### config.mk
export PLATFORM = sky130hd
export DESIGN_NAME = utf8_unicode_escaper_flat
export DESIGN_NICKNAME = d
export VERILOG_FILES = /design/src/hw/rtl/u8esc_pkg.sv /design/src/hw/rtl/u8esc_in_if.sv /design/src/hw/rtl/u8esc_out_if.sv /design/src/hw/rtl/utf8_unicode_escaper.sv /design/src/hw/rtl/u8esc_front.sv /design/src/hw/rtl/u8esc_queue.sv /design/src/hw/rtl/u8esc_back.sv /design/src/flat_wrapper.sv
export SDC_FILE = /design/constraint.sdc
export NUM_CORES = 1
export LEC_CHECK = 0
export BUFFER_PORTS_ARGS = -buffer_cell sky130_fd_sc_hd__clkbuf_2
export CAP_MARGIN = 20
export CORE_MARGIN = 4
export CORE_UTILIZATION = 50
export DETAILED_ROUTE_END_ITERATION = 10
export PLACE_DENSITY = 0.76
export SYNTH_ARGS = -nofsm -noshare
export SYNTH_HDL_FRONTEND = slang
export SYNTH_SLANG_ARGS = --single-unit
### constraint.sdc
create_clock -name i_clk -period 7.84 [get_ports i_clk]
set_input_delay 0 -clock i_clk [delete_from_list [all_inputs] [get_ports i_clk]]
set_output_delay 0 -clock i_clk [all_outputs]
set_load 0.05 [all_outputs]
### src/hw/rtl/u8esc_pkg.sv
package u8esc_pkg;

    // job kinds handed from the decoder to the emitter
    localparam logic [1:0] K_NONE  = 2'd0;
    localparam logic [1:0] K_ASCII = 2'd1;
    localparam logic [1:0] K_ERROR = 2'd2;
    localparam logic [1:0] K_ESC   = 2'd3;

    // output characters
    localparam logic [6:0] CH_BSLASH  = 7'h5C;
    localparam logic [6:0] CH_U_SMALL = 7'h75;
    localparam logic [6:0] CH_U_BIG   = 7'h55;
    localparam logic [6:0] CH_ZERO    = 7'h30;
    localparam logic [6:0] CH_A       = 7'h41;

    // index of the last character of a short and a long escape
    localparam logic [3:0] ESC_LAST_SHORT = 4'd5;
    localparam logic [3:0] ESC_LAST_LONG  = 4'd9;

    // default depth of the job queue
    localparam int QDEPTH_DEF = 4;

    typedef struct packed {
        logic [1:0]  kind;
        logic [20:0] cp;
    } t_job;

    function automatic logic [6:0] hex_char(input logic [3:0] nib);
        logic [6:0] r;
        if (nib <= 4'd9) begin
            r = CH_ZERO + {3'b000, nib};
        end else begin
            r = CH_A + {3'b000, nib} - 7'd10;
        end
        return r;
    endfunction

    // surrogates, overlong three-byte forms and out-of-range four-byte forms
    function automatic logic cp_ok(input logic [20:0] cp, input logic [1:0] len);
        logic ok;
        ok = 1'b1;
        if (cp >= 21'h00D800 && cp <= 21'h00DFFF) begin
            ok = 1'b0;
        end
        if (len == 2'd2 && cp < 21'h000800) begin
            ok = 1'b0;
        end
        if (len == 2'd3 && (cp < 21'h010000 || cp > 21'h10FFFF)) begin
            ok = 1'b0;
        end
        return ok;
    endfunction

endpackage

### src/hw/rtl/u8esc_in_if.sv
interface u8esc_in_if;
    logic       valid;
    logic       ready;
    logic [7:0] in_byte;
    logic       end_of_text;

    modport source (output valid, output in_byte, output end_of_text, input ready);
    modport sink   (input valid, input in_byte, input end_of_text, output ready);
endinterface

### src/hw/rtl/u8esc_out_if.sv
interface u8esc_out_if;
    logic       valid;
    logic       ready;
    logic [6:0] out_char;
    logic       error;
    logic       run_last;

    modport source (output valid, output out_char, output error, output run_last, input ready);
    modport sink   (input valid, input out_char, input error, input run_last, output ready);
endinterface

### src/hw/rtl/utf8_unicode_escaper.sv
// a byte's job goes into the job queue, then its first result into the output register
// throughput: one byte per cycle unless the queue is full; escape runs are 6 or 10 characters
// the emitter moves one character per cycle unless the output stalls, so a run of escapes fills
// the job queue and ready drops until the queue has room again
// reset: synchronous, active low; clears decoder state, queue pointers and output valid
module utf8_unicode_escaper #(
    parameter int P_QDEPTH = u8esc_pkg::QDEPTH_DEF
) (
    input  logic        i_clk,
    input  logic        i_rst_n,
    u8esc_in_if.sink    i_in,
    u8esc_out_if.source o_out
);

    // front side: decoder to job queue
    logic            push;
    logic            q_ready;
    u8esc_pkg::t_job front_job;

    // back side: job queue to emitter
    logic            q_valid;
    logic            pop;
    u8esc_pkg::t_job head_job;

    // decoder keeps the partial code point and the count of continuation
    // bytes still due; it turns each byte into at most one job
    u8esc_front u_front (
        .i_clk     (i_clk),
        .i_rst_n   (i_rst_n),
        .i_valid   (i_in.valid),
        .i_byte    (i_in.in_byte),
        .i_eot     (i_in.end_of_text),
        .i_q_ready (q_ready),
        .o_ready   (i_in.ready),
        .o_push    (push),
        .o_job     (front_job)
    );

    // short queue so the decoder keeps taking bytes while an escape drains
    u8esc_queue #(
        .P_DEPTH (P_QDEPTH)
    ) u_queue (
        .i_clk   (i_clk),
        .i_rst_n (i_rst_n),
        .i_push  (push),
        .i_job   (front_job),
        .o_ready (q_ready),
        .i_pop   (pop),
        .o_valid (q_valid),
        .o_job   (head_job)
    );

    // emitter walks the characters of the head job into the output register;
    // the job leaves the queue with its last character
    u8esc_back u_back (
        .i_clk   (i_clk),
        .i_rst_n (i_rst_n),
        .i_valid (q_valid),
        .i_job   (head_job),
        .o_pop   (pop),
        .o_out   (o_out)
    );

endmodule

### src/hw/rtl/u8esc_front.sv
module u8esc_front (
    input  logic              i_clk,
    input  logic              i_rst_n,
    input  logic              i_valid,
    input  logic [7:0]        i_byte,
    input  logic              i_eot,
    input  logic              i_q_ready,
    output logic              o_ready,
    output logic              o_push,
    output u8esc_pkg::t_job   o_job
);

    logic [20:0] r_cp,  n_cp;
    logic [1:0]  r_due, n_due;
    logic [1:0]  r_len, n_len;
    logic        acc;
    logic        err;
    logic [20:0] cp_next;

    assign o_ready = i_q_ready;
    assign acc     = i_valid && i_q_ready;
    assign cp_next = {r_cp[14:0], i_byte[5:0]};

    always_comb begin
        n_cp       = r_cp;
        n_due      = r_due;
        n_len      = r_len;
        err        = 1'b0;
        o_job.kind = u8esc_pkg::K_NONE;
        o_job.cp   = {14'd0, i_byte[6:0]};

        if (r_due == 2'd0) begin
            if (i_byte <= 8'h7F) begin
                o_job.kind = u8esc_pkg::K_ASCII;
            end else if (i_byte >= 8'hC2 && i_byte <= 8'hDF) begin
                n_cp  = {16'd0, i_byte[4:0]};
                n_due = 2'd1;
                n_len = 2'd1;
            end else if (i_byte >= 8'hE0 && i_byte <= 8'hEF) begin
                n_cp  = {17'd0, i_byte[3:0]};
                n_due = 2'd2;
                n_len = 2'd2;
            end else if (i_byte >= 8'hF0 && i_byte <= 8'hF4) begin
                n_cp  = {18'd0, i_byte[2:0]};
                n_due = 2'd3;
                n_len = 2'd3;
            end else begin
                err = 1'b1;
            end
        end else if (i_byte[7:6] != 2'b10) begin
            err = 1'b1;
        end else begin
            n_cp  = cp_next;
            n_due = r_due - 2'd1;
            if (n_due == 2'd0) begin
                n_cp  = 21'd0;
                n_len = 2'd0;
                if (u8esc_pkg::cp_ok(cp_next, r_len)) begin
                    o_job.kind = u8esc_pkg::K_ESC;
                    o_job.cp   = cp_next;
                end else begin
                    err = 1'b1;
                end
            end
        end

        // an error or a sequence cut off at the end of text
        if (err || (i_eot && n_due != 2'd0)) begin
            n_cp       = 21'd0;
            n_due      = 2'd0;
            n_len      = 2'd0;
            o_job.kind = u8esc_pkg::K_ERROR;
        end
    end

    assign o_push = acc && (o_job.kind != u8esc_pkg::K_NONE);

    always_ff @(posedge i_clk) begin
        if (!i_rst_n) begin
            r_cp  <= 21'd0;
            r_due <= 2'd0;
            r_len <= 2'd0;
        end else if (acc) begin
            r_cp  <= n_cp;
            r_due <= n_due;
            r_len <= n_len;
        end
    end

endmodule

### src/hw/rtl/u8esc_queue.sv
module u8esc_queue #(
    parameter int P_DEPTH = u8esc_pkg::QDEPTH_DEF
) (
    input  logic              i_clk,
    input  logic              i_rst_n,
    input  logic              i_push,
    input  u8esc_pkg::t_job   i_job,
    output logic              o_ready,
    input  logic              i_pop,
    output logic              o_valid,
    output u8esc_pkg::t_job   o_job
);

    localparam int AW = (P_DEPTH > 1) ? $clog2(P_DEPTH) : 1;
    localparam int CW = $clog2(P_DEPTH + 1);
    localparam logic [AW-1:0] LAST_PTR = AW'(P_DEPTH - 1);
    localparam logic [CW-1:0] FULL_CNT = CW'(P_DEPTH);

    u8esc_pkg::t_job r_mem [P_DEPTH];
    logic [AW-1:0] r_wptr, r_rptr;
    logic [CW-1:0] r_cnt;
    logic          do_pop;

    assign o_ready = (r_cnt != FULL_CNT);
    assign o_valid = (r_cnt != '0);
    assign o_job   = r_mem[r_rptr];
    assign do_pop  = i_pop && o_valid;

    always_ff @(posedge i_clk) begin
        if (i_push) begin
            r_mem[r_wptr] <= i_job;
        end
    end

    always_ff @(posedge i_clk) begin
        if (!i_rst_n) begin
            r_wptr <= '0;
            r_rptr <= '0;
            r_cnt  <= '0;
        end else begin
            if (i_push) begin
                r_wptr <= (r_wptr == LAST_PTR) ? '0 : r_wptr + AW'(1);
            end
            if (do_pop) begin
                r_rptr <= (r_rptr == LAST_PTR) ? '0 : r_rptr + AW'(1);
            end
            if (i_push && !do_pop) begin
                r_cnt <= r_cnt + CW'(1);
            end else if (!i_push && do_pop) begin
                r_cnt <= r_cnt - CW'(1);
            end
        end
    end

endmodule

### src/hw/rtl/u8esc_back.sv
module u8esc_back (
    input  logic              i_clk,
    input  logic              i_rst_n,
    input  logic              i_valid,
    input  u8esc_pkg::t_job   i_job,
    output logic              o_pop,
    u8esc_out_if.source       o_out
);

    logic [3:0]  r_idx;
    logic        r_ovalid;
    logic [6:0]  r_char;
    logic        r_err;
    logic        r_last;
    logic        adv;
    logic        is_long;
    logic [3:0]  last_idx;
    logic        at_last;
    logic [2:0]  dig;
    logic [2:0]  nib_sel;
    logic [31:0] cp32;
    logic [3:0]  nib;
    logic [6:0]  ch;

    assign adv      = i_valid && (!r_ovalid || o_out.ready);
    assign is_long  = |i_job.cp[20:16];
    assign last_idx = (i_job.kind == u8esc_pkg::K_ESC) ?
                      (is_long ? u8esc_pkg::ESC_LAST_LONG : u8esc_pkg::ESC_LAST_SHORT) : 4'd0;
    assign at_last  = (r_idx == last_idx);
    assign o_pop    = adv && at_last;

    // hex digit position, most significant nibble first
    assign dig     = 3'(r_idx - 4'd2);
    assign nib_sel = is_long ? (3'd7 - dig) : (3'd3 - dig);
    assign cp32    = {11'd0, i_job.cp};
    assign nib     = cp32[{nib_sel, 2'b00} +: 4];

    always_comb begin
        unique case (i_job.kind)
            u8esc_pkg::K_ASCII: ch = i_job.cp[6:0];
            u8esc_pkg::K_ESC: begin
                if (r_idx == 4'd0) begin
                    ch = u8esc_pkg::CH_BSLASH;
                end else if (r_idx == 4'd1) begin
                    ch = is_long ? u8esc_pkg::CH_U_BIG : u8esc_pkg::CH_U_SMALL;
                end else begin
                    ch = u8esc_pkg::hex_char(nib);
                end
            end
            default: ch = 7'd0;
        endcase
    end

    always_ff @(posedge i_clk) begin
        if (adv) begin
            r_char <= ch;
            r_err  <= (i_job.kind == u8esc_pkg::K_ERROR);
            r_last <= at_last;
        end
    end

    always_ff @(posedge i_clk) begin
        if (!i_rst_n) begin
            r_idx    <= 4'd0;
            r_ovalid <= 1'b0;
        end else begin
            if (adv) begin
                r_idx    <= at_last ? 4'd0 : r_idx + 4'd1;
                r_ovalid <= 1'b1;
            end else if (o_out.ready) begin
                r_ovalid <= 1'b0;
            end
        end
    end

    assign o_out.valid    = r_ovalid;
    assign o_out.out_char = r_char;
    assign o_out.error    = r_err;
    assign o_out.run_last = r_last;

endmodule

### src/flat_wrapper.sv
// flat-port wrapper written by rule: the top's interface ports become plain ports
module utf8_unicode_escaper_flat 
#(
    parameter int P_QDEPTH = u8esc_pkg::QDEPTH_DEF
)
  (i_clk, i_rst_n, i_in_valid, i_in_in_byte, i_in_end_of_text, i_in_ready, o_out_valid, o_out_out_char, o_out_error, o_out_run_last, o_out_ready);
  u8esc_in_if i_in_i ();
  u8esc_out_if o_out_i ();
  input  logic i_clk;
  input  logic i_rst_n;
  input wire logic [$bits(i_in_i.valid)-1:0] i_in_valid;
  input wire logic [$bits(i_in_i.in_byte)-1:0] i_in_in_byte;
  input wire logic [$bits(i_in_i.end_of_text)-1:0] i_in_end_of_text;
  output wire logic [$bits(i_in_i.ready)-1:0] i_in_ready;
  output wire logic [$bits(o_out_i.valid)-1:0] o_out_valid;
  output wire logic [$bits(o_out_i.out_char)-1:0] o_out_out_char;
  output wire logic [$bits(o_out_i.error)-1:0] o_out_error;
  output wire logic [$bits(o_out_i.run_last)-1:0] o_out_run_last;
  input wire logic [$bits(o_out_i.ready)-1:0] o_out_ready;
  assign i_in_i.valid = i_in_valid;
  assign i_in_i.in_byte = i_in_in_byte;
  assign i_in_i.end_of_text = i_in_end_of_text;
  assign i_in_ready = i_in_i.ready;
  assign o_out_valid = o_out_i.valid;
  assign o_out_out_char = o_out_i.out_char;
  assign o_out_error = o_out_i.error;
  assign o_out_run_last = o_out_i.run_last;
  assign o_out_i.ready = o_out_ready;
  utf8_unicode_escaper #(.P_QDEPTH(P_QDEPTH)) u_core (.i_clk(i_clk), .i_rst_n(i_rst_n), .i_in(i_in_i), .o_out(o_out_i));
endmodule
# --- Word level (Yosys, flattened, before mapping) ---
# Memories as Yosys holds them, arrays and structs flattened. A register that Yosys moved wholly into a read port is not among the register bits.
# Index checks and enable logic that the tools add are counted.
classes:
  n_addsub: 12
  mul: 0
  n_div: 0
  magnitude_cmp: 13
  eq_ne: 14
  shift: 1
  n_mux: 63
  bitwise_logic: 0
  reduce_logical: 32
ops:
  columns: ["operator", "n"]
  rows:
  - ["15-bit 2-to-1 mux", 8]
  - ["23-bit 2-to-1 mux", 3]
  - ["2-bit 2-to-1 mux", 21]
  - ["32-bit by 6-bit indexed part select with 4-bit output", 1]
  - ["8-bit >= comparator (second input constant)", 3]
  - ["8-bit less-or-equal comparator (second input constant)", 3]
  - ["21-bit by 16-bit >= comparator with 1-bit output (second input constant)", 1]
  - ["21-bit greater-than comparator (second input constant)", 1]
  - ["21-bit by 16-bit less-or-equal comparator with 1-bit output (second input constant)", 1]
  - ["21-bit by 12-bit less-than comparator with 1-bit output (second input constant)", 1]
  - ["21-bit by 17-bit less-than comparator with 1-bit output (second input constant)", 1]
  - ["21-bit 2-to-1 mux", 1]
  - ["7-bit 2-to-1 mux", 3]
  - ["1-bit 2-to-1 mux", 19]
  - ["1-bit logical AND", 14]
  - ["7-bit one-hot mux with 2 select lines", 1]
  - ["2-bit equality test (second input constant)", 6]
  - ["4-bit 2-to-1 mux", 3]
  - ["3-bit 2-to-1 mux", 3]
  - ["8-bit by 7-bit less-or-equal comparator with 1-bit output (second input constant)", 1]
  - ["2-bit nonzero test", 4]
  - ["6-bit by 4-bit adder with 7-bit output (first input constant)", 1]
  - ["7-bit by 4-bit adder with 7-bit output (first input constant)", 1]
  - ["7-bit by 4-bit subtractor with 7-bit output (second input constant)", 1]
  - ["25 further kinds", 33]
word_totals:
  regBits: 40
  latchBits: 0
  ram_bits: 92
  mem_bits_ro: 0
  in_bits: 13
  out_inout_bits: 11
  n_memories: 1
memory_table:
  columns: ["memory", "depth", "word_bits", "rd", "rd_clocked_by_memory_dff", "write_ports", "line_no", "source"]
  rows:
  - ["u_core.u_queue.r_mem", 4, 23, 1, 1, 1, "u8esc_queue.sv:19", "u8esc_pkg::t_job r_mem [P_DEPTH];"]

# --- Logic depth before layout (Yosys ltp) ---
# Gate-level depths: netlist of the first run.
depth:
  word_depth: 20
  depth_mapped: 16
  depth_no_buf: 14

# --- Modules after synthesis ---
# From an unflattened synthesis of the first run, not the netlist that was laid out.
unflattened:
  hier_cells: 431
  hier_area_um2: 6130.9
by_module_without_submodules:
  columns: ["mod", "instances", "cells_per_inst", "area_each_um2", "seq_area_each_um2"]
  rows:
  - ["u8esc_queue", 1, 167, 3812.4, 2942.8]
  - ["u8esc_front", 1, 145, 1199.9, 380.4]
  - ["u8esc_back", 1, 119, 1118.6, 370.4]

# --- Least setup slack after synthesis of the first run ---
# OpenSTA, ideal clock, no wires.
synth_timing:
  path_type: "reg-to-reg"
  start: "register with a tool-made name"
  end: "register u_core.u_back.r_char[1], in the netlist u_core.u_back.o_out.out_char[1], data pin"
  t_arrival_ns: 3.258
  required_time_ns: 7.583
  path_slack_ns: 4.325
  stages_incl_launch_ff: 14
  n_path_buf: 2
  period_less_slack_ns: 3.515
  cell_sequence: "dfxtp_1 buf_6 buf_8 mux4_2 or2_4 or2_4 o21ai_0 a21oi_1 ha_1 or2_2 o2111ai_1 o311ai_4 mux2i_1 a32o_1"
synth_lines:
  columns: ["item", "line_no", "source"]
  rows:
  - ["to (signal assigned)", "u8esc_back.sv:56", "r_char <= ch;"]
  - ["to (decl)", "u8esc_back.sv:12", "logic [6:0] r_char;"]

==> flow_summary.json, run 1 <==
{
  "ys_async_sr_fraction_pct": 0,
  "muxShareOfSynthArea_pct": 9.581,
  "synthSimpleGateAreaFrac_pct": 11.63,
  "drt-initial-drc-count": 324,
  "syn_nets": 460,
  "yosysWarningCount": 0,
  "htreeDepth": 4,
  "cts_sinks": 134,
  "end_kind": "register",
  "required_ps": 8000,
  "area_growth_pct": 14.87,
  "cp.arrival_ps": 4280,
  "synthAdderAreaFrac_pct": 3.221,
  "cts_made_buffers": 17,
  "grt_pass1_wl_um": 19410,
  "start_util_pct": 51.96,
  "cts_tree": "built",
  "synth_top_area_share_pct": 50.05,
  "crit_fanout": 23,
  "routedWlPerCell_um": 19.22,
  "die-area_sq_um": 13940,
  "synth_flop_cell": "edfxtp_1",
  "tns_ps": 0,
  "antenna_found_initial": 0,
  "grt_max_degree": 28,
  "synth_area_leaders": "edfxtp_1 50%, dfxtp_1 11%, mux4_2 8.9%, ha_1 2.9%, and2_1 2.8%",
  "drv_cap": 0,
  "die_w_um": 118.1,
  "fin_crit_sh_pct": 52.54,
  "status": "finished clean",
  "post-route-min-period_ps": 4119,
  "ant_nets": 0,
  "wl_um": 12010,
  "path_class": "reg -> reg",
  "dp_cells": 585,
  "drive_above_1_share_pct": 19.29,
  "synth_edf_count": 101,
  "hp-class": "in -> reg",
  "synth.most_common_cell": "edfxtp_1",
  "clk_pin_slew_ps": 60,
  "drc": 0,
  "yosysSeqAreaShare_pct": 60.95,
  "powerDensity_nw_per_um2": 347.3,
  "synth_compound_area_share_pct": 11.54,
  "grt_use_total_pct": 17.83,
  "cp-start-kind": "register",
  "timing.hold.ws_ps": 106.8,
  "fin_nets": 497,
  "grt_pass1_vias": 3833,
  "hold_viol": 0,
  "power.static_leakage_uw": 0.002442,
  "portBuffers": 23,
  "fin_skew_ps": 11.39,
  "grt.overflow.total": 0,
  "clock_latency_ps": 410,
  "slew_headroom_pct": 33.48,
  "post-cts-setup-buffers": 0,
  "synth_top_family_by_area": "simple AND/OR/NAND/NOR gates",
  "synth_area_sq_um": 6060,
  "io_pins": 24,
  "final.fill_count": 881,
  "synth_area_per_cell_sq_um": 14.03,
  "hpwl_um": 7900,
  "synth-xor-area-share_pct": 0.4336,
  "clock_path_buffers": 2,
  "synth_common_cells": "101 x edfxtp_1, 33 x dfxtp_1, 29 x nand2_1",
  "via_per_inst": 6.030,
  "rsz0062_at_grt": "false",
  "dr.pass1.iters": 5,
  "num_vias": 3769,
  "final_cells": 625,
  "irDropWorstVdd_v": 0.0001855,
  "syn_inst": 432,
  "finalSetupViolCount": 0,
  "core.rowCount": 39,
  "diodes": 0,
  "ys_ff_latch": 134,
  "gp_congestion": 0.8689,
  "slew_viol_final": 0,
  "synth_area_leader_cell": "edfxtp_1",
  "clockRootBuffer": "clkbuf_16",
  "fmax_ghz": 0.2428,
  "core_sq_um": 11660,
  "synth_cell_type_count": 61,
  "ctsResizeCount": 0,
  "die_h_um": 118.1,
  "tightestPinTransition_ps": 991.1
}
placed cells by master (no fill, tap or decap), types with 17 or more instances in the layout:
cell type  Yosys  routed
nor2_1        17      17
nand2_1       29      29
edfxtp_1     101     101
and2_1        27      27
dfxtp_1       33      33
clkbuf_2       0      23
mux4_2        24      24
a22o_1        17      17
inv_1         17      17
clkbuf_16      0      17
layout make-up:
cell class              count  area, sq um  share of cell area (%)
flip-flops and latches    134         3694                   53.06
multi-input cells         263         2206                   31.69
clock buffers              20        436.7                   6.274
repair buffers             36        250.2                   3.595
well taps                 143        178.9                   2.571
clock inverters            12        131.4                   1.887
inverters                  17        63.81                  0.9168
report_power, final:
part	internal, uW	switching (uW)
sequential	878	41.3
combinational	280	471
clock	467	280
kinds of logic after synthesis:
| logic type | count (synthesis) |
|---|---|
| simple gates | 129 |
| compound gates | 88 |
| fa+ha+maj | 15 |
| mux | 28 |
| flops | 134 |
| xor+xnor | 3 |
| buf+inv | 35 |
path summary, 6_finish.rpt:
| check | start | end | slack (ps) | depth (start not counted) |
|---|---|---|---|---|
| hold / removal | i_in_in_byte[6] | u_core.u_queue.r_mem[0][6]$_DFFE_PP_ | 110 | 3 |
| hold reg to reg | u_core.u_back.o_out.valid$_SDFFE_PN0P_ | u_core.u_back.o_out.valid$_SDFFE_PN0P_ | 490 | 2 |
| setup reg to reg | register | u_core.u_back.o_out.out_char[1]$_DFFE_PP_ | 3720 | 12 |
| setup / recovery | register | u_core.u_back.o_out.out_char[1]$_DFFE_PP_ | 3720 | 12 |
through the flow:
stage,setup WS (ps),instance area [sq um],total power (uW),util (%)
after detailed placement,3724,6295,1671,53.97
after global placement,3890,6295,1644,53.97
final,3721,6960,2417,59.68
after CTS,3709,6933,2426,59.45
after floorplan,4325,6060,1513,-
after global routing,3481,6960,2539,59.68
critical path, stage by stage (launching register included):
cell       delay, ps
dfxtp_1          310
buf_4            400
mux4_2           580
or3_4            430
or2_4            260
o21ai_0          290
a21oi_1          170
ha_1             260
or2_2            320
o2111ai_1        200
o311ai_4         210
mux2i_1          150
a32o_1           280
timing repair:
item                                   4_1_cts  5_1_grt
setup endpoints to repair                    0        0
endpoints found under the hold margin       29        0
hold buffers                                 7        0
state kept, by name, indices dropped and copies added, names as in the netlist, named ones only:
signal / count
u_core.u_back.o_out.run_last: 1
u_core.u_front.r_len: 2
u_core.u_queue.r_mem: 92
u_core.u_front.r_cp: 15
u_core.u_back.r_idx: 4
u_core.u_queue.r_rptr: 2
u_core.u_queue.r_cnt: 3
u_core.u_back.o_out.valid: 1
u_core.u_back.o_out.error: 1
u_core.u_queue.r_wptr: 2
u_core.u_front.r_due: 2
u_core.u_back.o_out.out_char: 7
layer usage:
layer	track usage, %	routed length (um)	up-vias
met5	0	0	-
met4	7.766	179	0
met3	3.796	398	16
met2	30.80	6346	105
met1	21.52	5090	1883
li1	-	-	1765
Power figures use the tool's default switching activity.
==> run 2: changes to the inputs <==
clock period = 3.9 ns   (was 7.84 ns; I/O delays follow)
==> flow_summary.json, run 2 (synthesis results as in run 1) <==
{
  "clk_pin_slew_ps": 60,
  "htreeDepth": 4,
  "post-route-min-period_ps": 3724,
  "power.static_leakage_uw": 0.002499,
  "cts_tree": "built",
  "status": "finished clean",
  "drc": 0,
  "cp-start-kind": "register",
  "top_register": "u_core.u_queue.r_mem",
  "die_w_um": 118.1,
  "fin_skew_ps": 9.289,
  "grt.overflow.total": 0,
  "p_int_uw": 3349,
  "cts_sinks": 134,
  "cp.arrival_ps": 3880,
  "power_frac_seq_pct": 37.5,
  "hp-class": "in -> reg",
  "tightestPinTransition_ps": 869.0,
  "hpwl_um": 8502,
  "portBuffers": 23,
  "dr.pass1.iters": 5,
  "fin_nets": 506,
  "switchingPower_uw": 1614,
  "post-cts-setup-buffers": 0,
  "area_growth_pct": 16.00,
  "fin_crit_sh_pct": 95.48,
  "power.share.switching_pct": 32.52,
  "tns_ps": 0,
  "finalSetupViolCount": 0,
  "fmax_ghz": 0.2686,
  "die_h_um": 118.1,
  "grt_max_degree": 28,
  "slew_headroom_pct": 41.25,
  "via_per_inst": 6.098,
  "final_common_cell": "edfxtp_1",
  "grt_pass1_wl_um": 20630,
  "path_class": "reg -> reg",
  "clock_latency_ps": 410,
  "ant_nets": 0,
  "required_ps": 4050,
  "irDropWorstVdd_v": 0.0002508,
  "drt-initial-drc-count": 403,
  "comb_power_share_pct": 31.1,
  "io_pins": 24,
  "grt_use_total_pct": 18.92,
  "wl_um": 12530,
  "post-place-ws_ps": -15.06,
  "hold_viol": 0,
  "routedWlPerCell_um": 19.76,
  "powerDensity_nw_per_um2": 706.2,
  "clkPwrFrac_pct": 31.4,
  "drive_above_1_share_pct": 21.38,
  "clock_path_buffers": 2,
  "grt_pass1_vias": 3904,
  "core_sq_um": 11660,
  "die-area_sq_um": 13940,
  "slew_viol_final": 0,
  "rsz0062_at_grt": "false",
  "cts_made_buffers": 17,
  "worst_slack_ps": 176.4,
  "crit_fanout": 8,
  "final_cell_mix": "101 x edfxtp_1, 32 x dfxtp_1, 29 x nand2_1",
  "diodes": 0,
  "antenna_found_initial": 0,
  "core.rowCount": 39,
  "num_vias": 3866,
  "gp_congestion": 0.9236,
  "end_kind": "register",
  "largest_register_ffs": 92,
  "start_util_pct": 51.96,
  "clockRootBuffer": "clkbuf_16",
  "drv_cap": 0
}
-- run 2: cell count changes in the layout (fill, tap and decap cells not counted), moves of 2 or more --
cell	delta
buf_4	+10
clkbuf_1	-3
clkinv_4	-2
clkinv_2	+3
-- run 2: timing repair --
action	4_1_cts	5_1_grt
endpoints found under the hold margin	29	0
gates resized for setup	1	1
hold buffers	7	0
endpoints found under the setup margin	1	2
pin swaps	0	0
-- run 2: power by group through the flow --
stage	clock (uW)	sequential [uW]	combinational, uW
after detailed placement	0	1890	1520
after global placement	0	1870	1480
after floorplan	0	2040	1000
after CTS	1580	1860	1540
after global routing	1650	1880	1690
final	1560	1860	1550
-- run 2: area by class of cell --
| class | instances | area (sq um) |
|---|---|---|
| multi-input cells | 263 | 2206 |
| clock inverters | 15 | 162.7 |
| flip-flops and latches | 134 | 3695 |
| fillers | 856 | 4633 |
| well taps | 143 | 178.9 |
| inverters | 17 | 63.81 |
| clock buffers | 17 | 425.4 |
| repair buffers | 45 | 297.8 |
-- run 2: final timing paths --
check                                              end                                 start  slack, ps  cells past startpoint
max          u_core.u_back.o_out.out_char[1]$_DFFE_PP_                              register        180                     11
min               u_core.u_queue.r_mem[2][6]$_DFFE_PP_                       i_in_in_byte[6]         40                      3
max reg2reg  u_core.u_back.o_out.out_char[1]$_DFFE_PP_                              register        180                     11
min reg2reg       u_core.u_front.r_cp[12]$_SDFFE_PN0P_  u_core.u_front.r_cp[12]$_SDFFE_PN0P_        490                      1
-- run 2: through the flow --
stage / util [%] / std cells / total power [uW] / hold WS, ps / instance area [sq um]
after floorplan: - / 432 / 3042 / 98.87 / 6060
after global placement: 54.62 / 595 / 3352 / 280.4 / 6370
after detailed placement: 54.62 / 595 / 3410 / 317.0 / 6370
after CTS: 60.27 / 634 / 4988 / 21.58 / 7029
after global routing: 60.27 / 634 / 5218 / 61.60 / 7029
final: 60.27 / 634 / 4964 / 37.85 / 7029
-- run 2: worst max-delay path, cell delays in order (launching register included) --
cell       delay, ps
dfxtp_2          440
mux4_2           540
or3_4            430
or2_4            260
o21ai_1          220
a21oi_1          160
ha_1             270
or2_2            320
o2111ai_1        180
o311ai_4         200
mux2i_1          160
a32o_1           270
-- run 2: per-layer routing --
metal | wire length, um | GRT usage [%] | share of wire, % | up-vias
met5 | 0 | 0 | 0 | -
met4 | 275 | 7.473 | 2.2 | 0
met3 | 563 | 4.085 | 4.5 | 21
met2 | 6505 | 32.58 | 52 | 147
met1 | 5186 | 23.21 | 41 | 1909
li1 | - | - | - | 1789
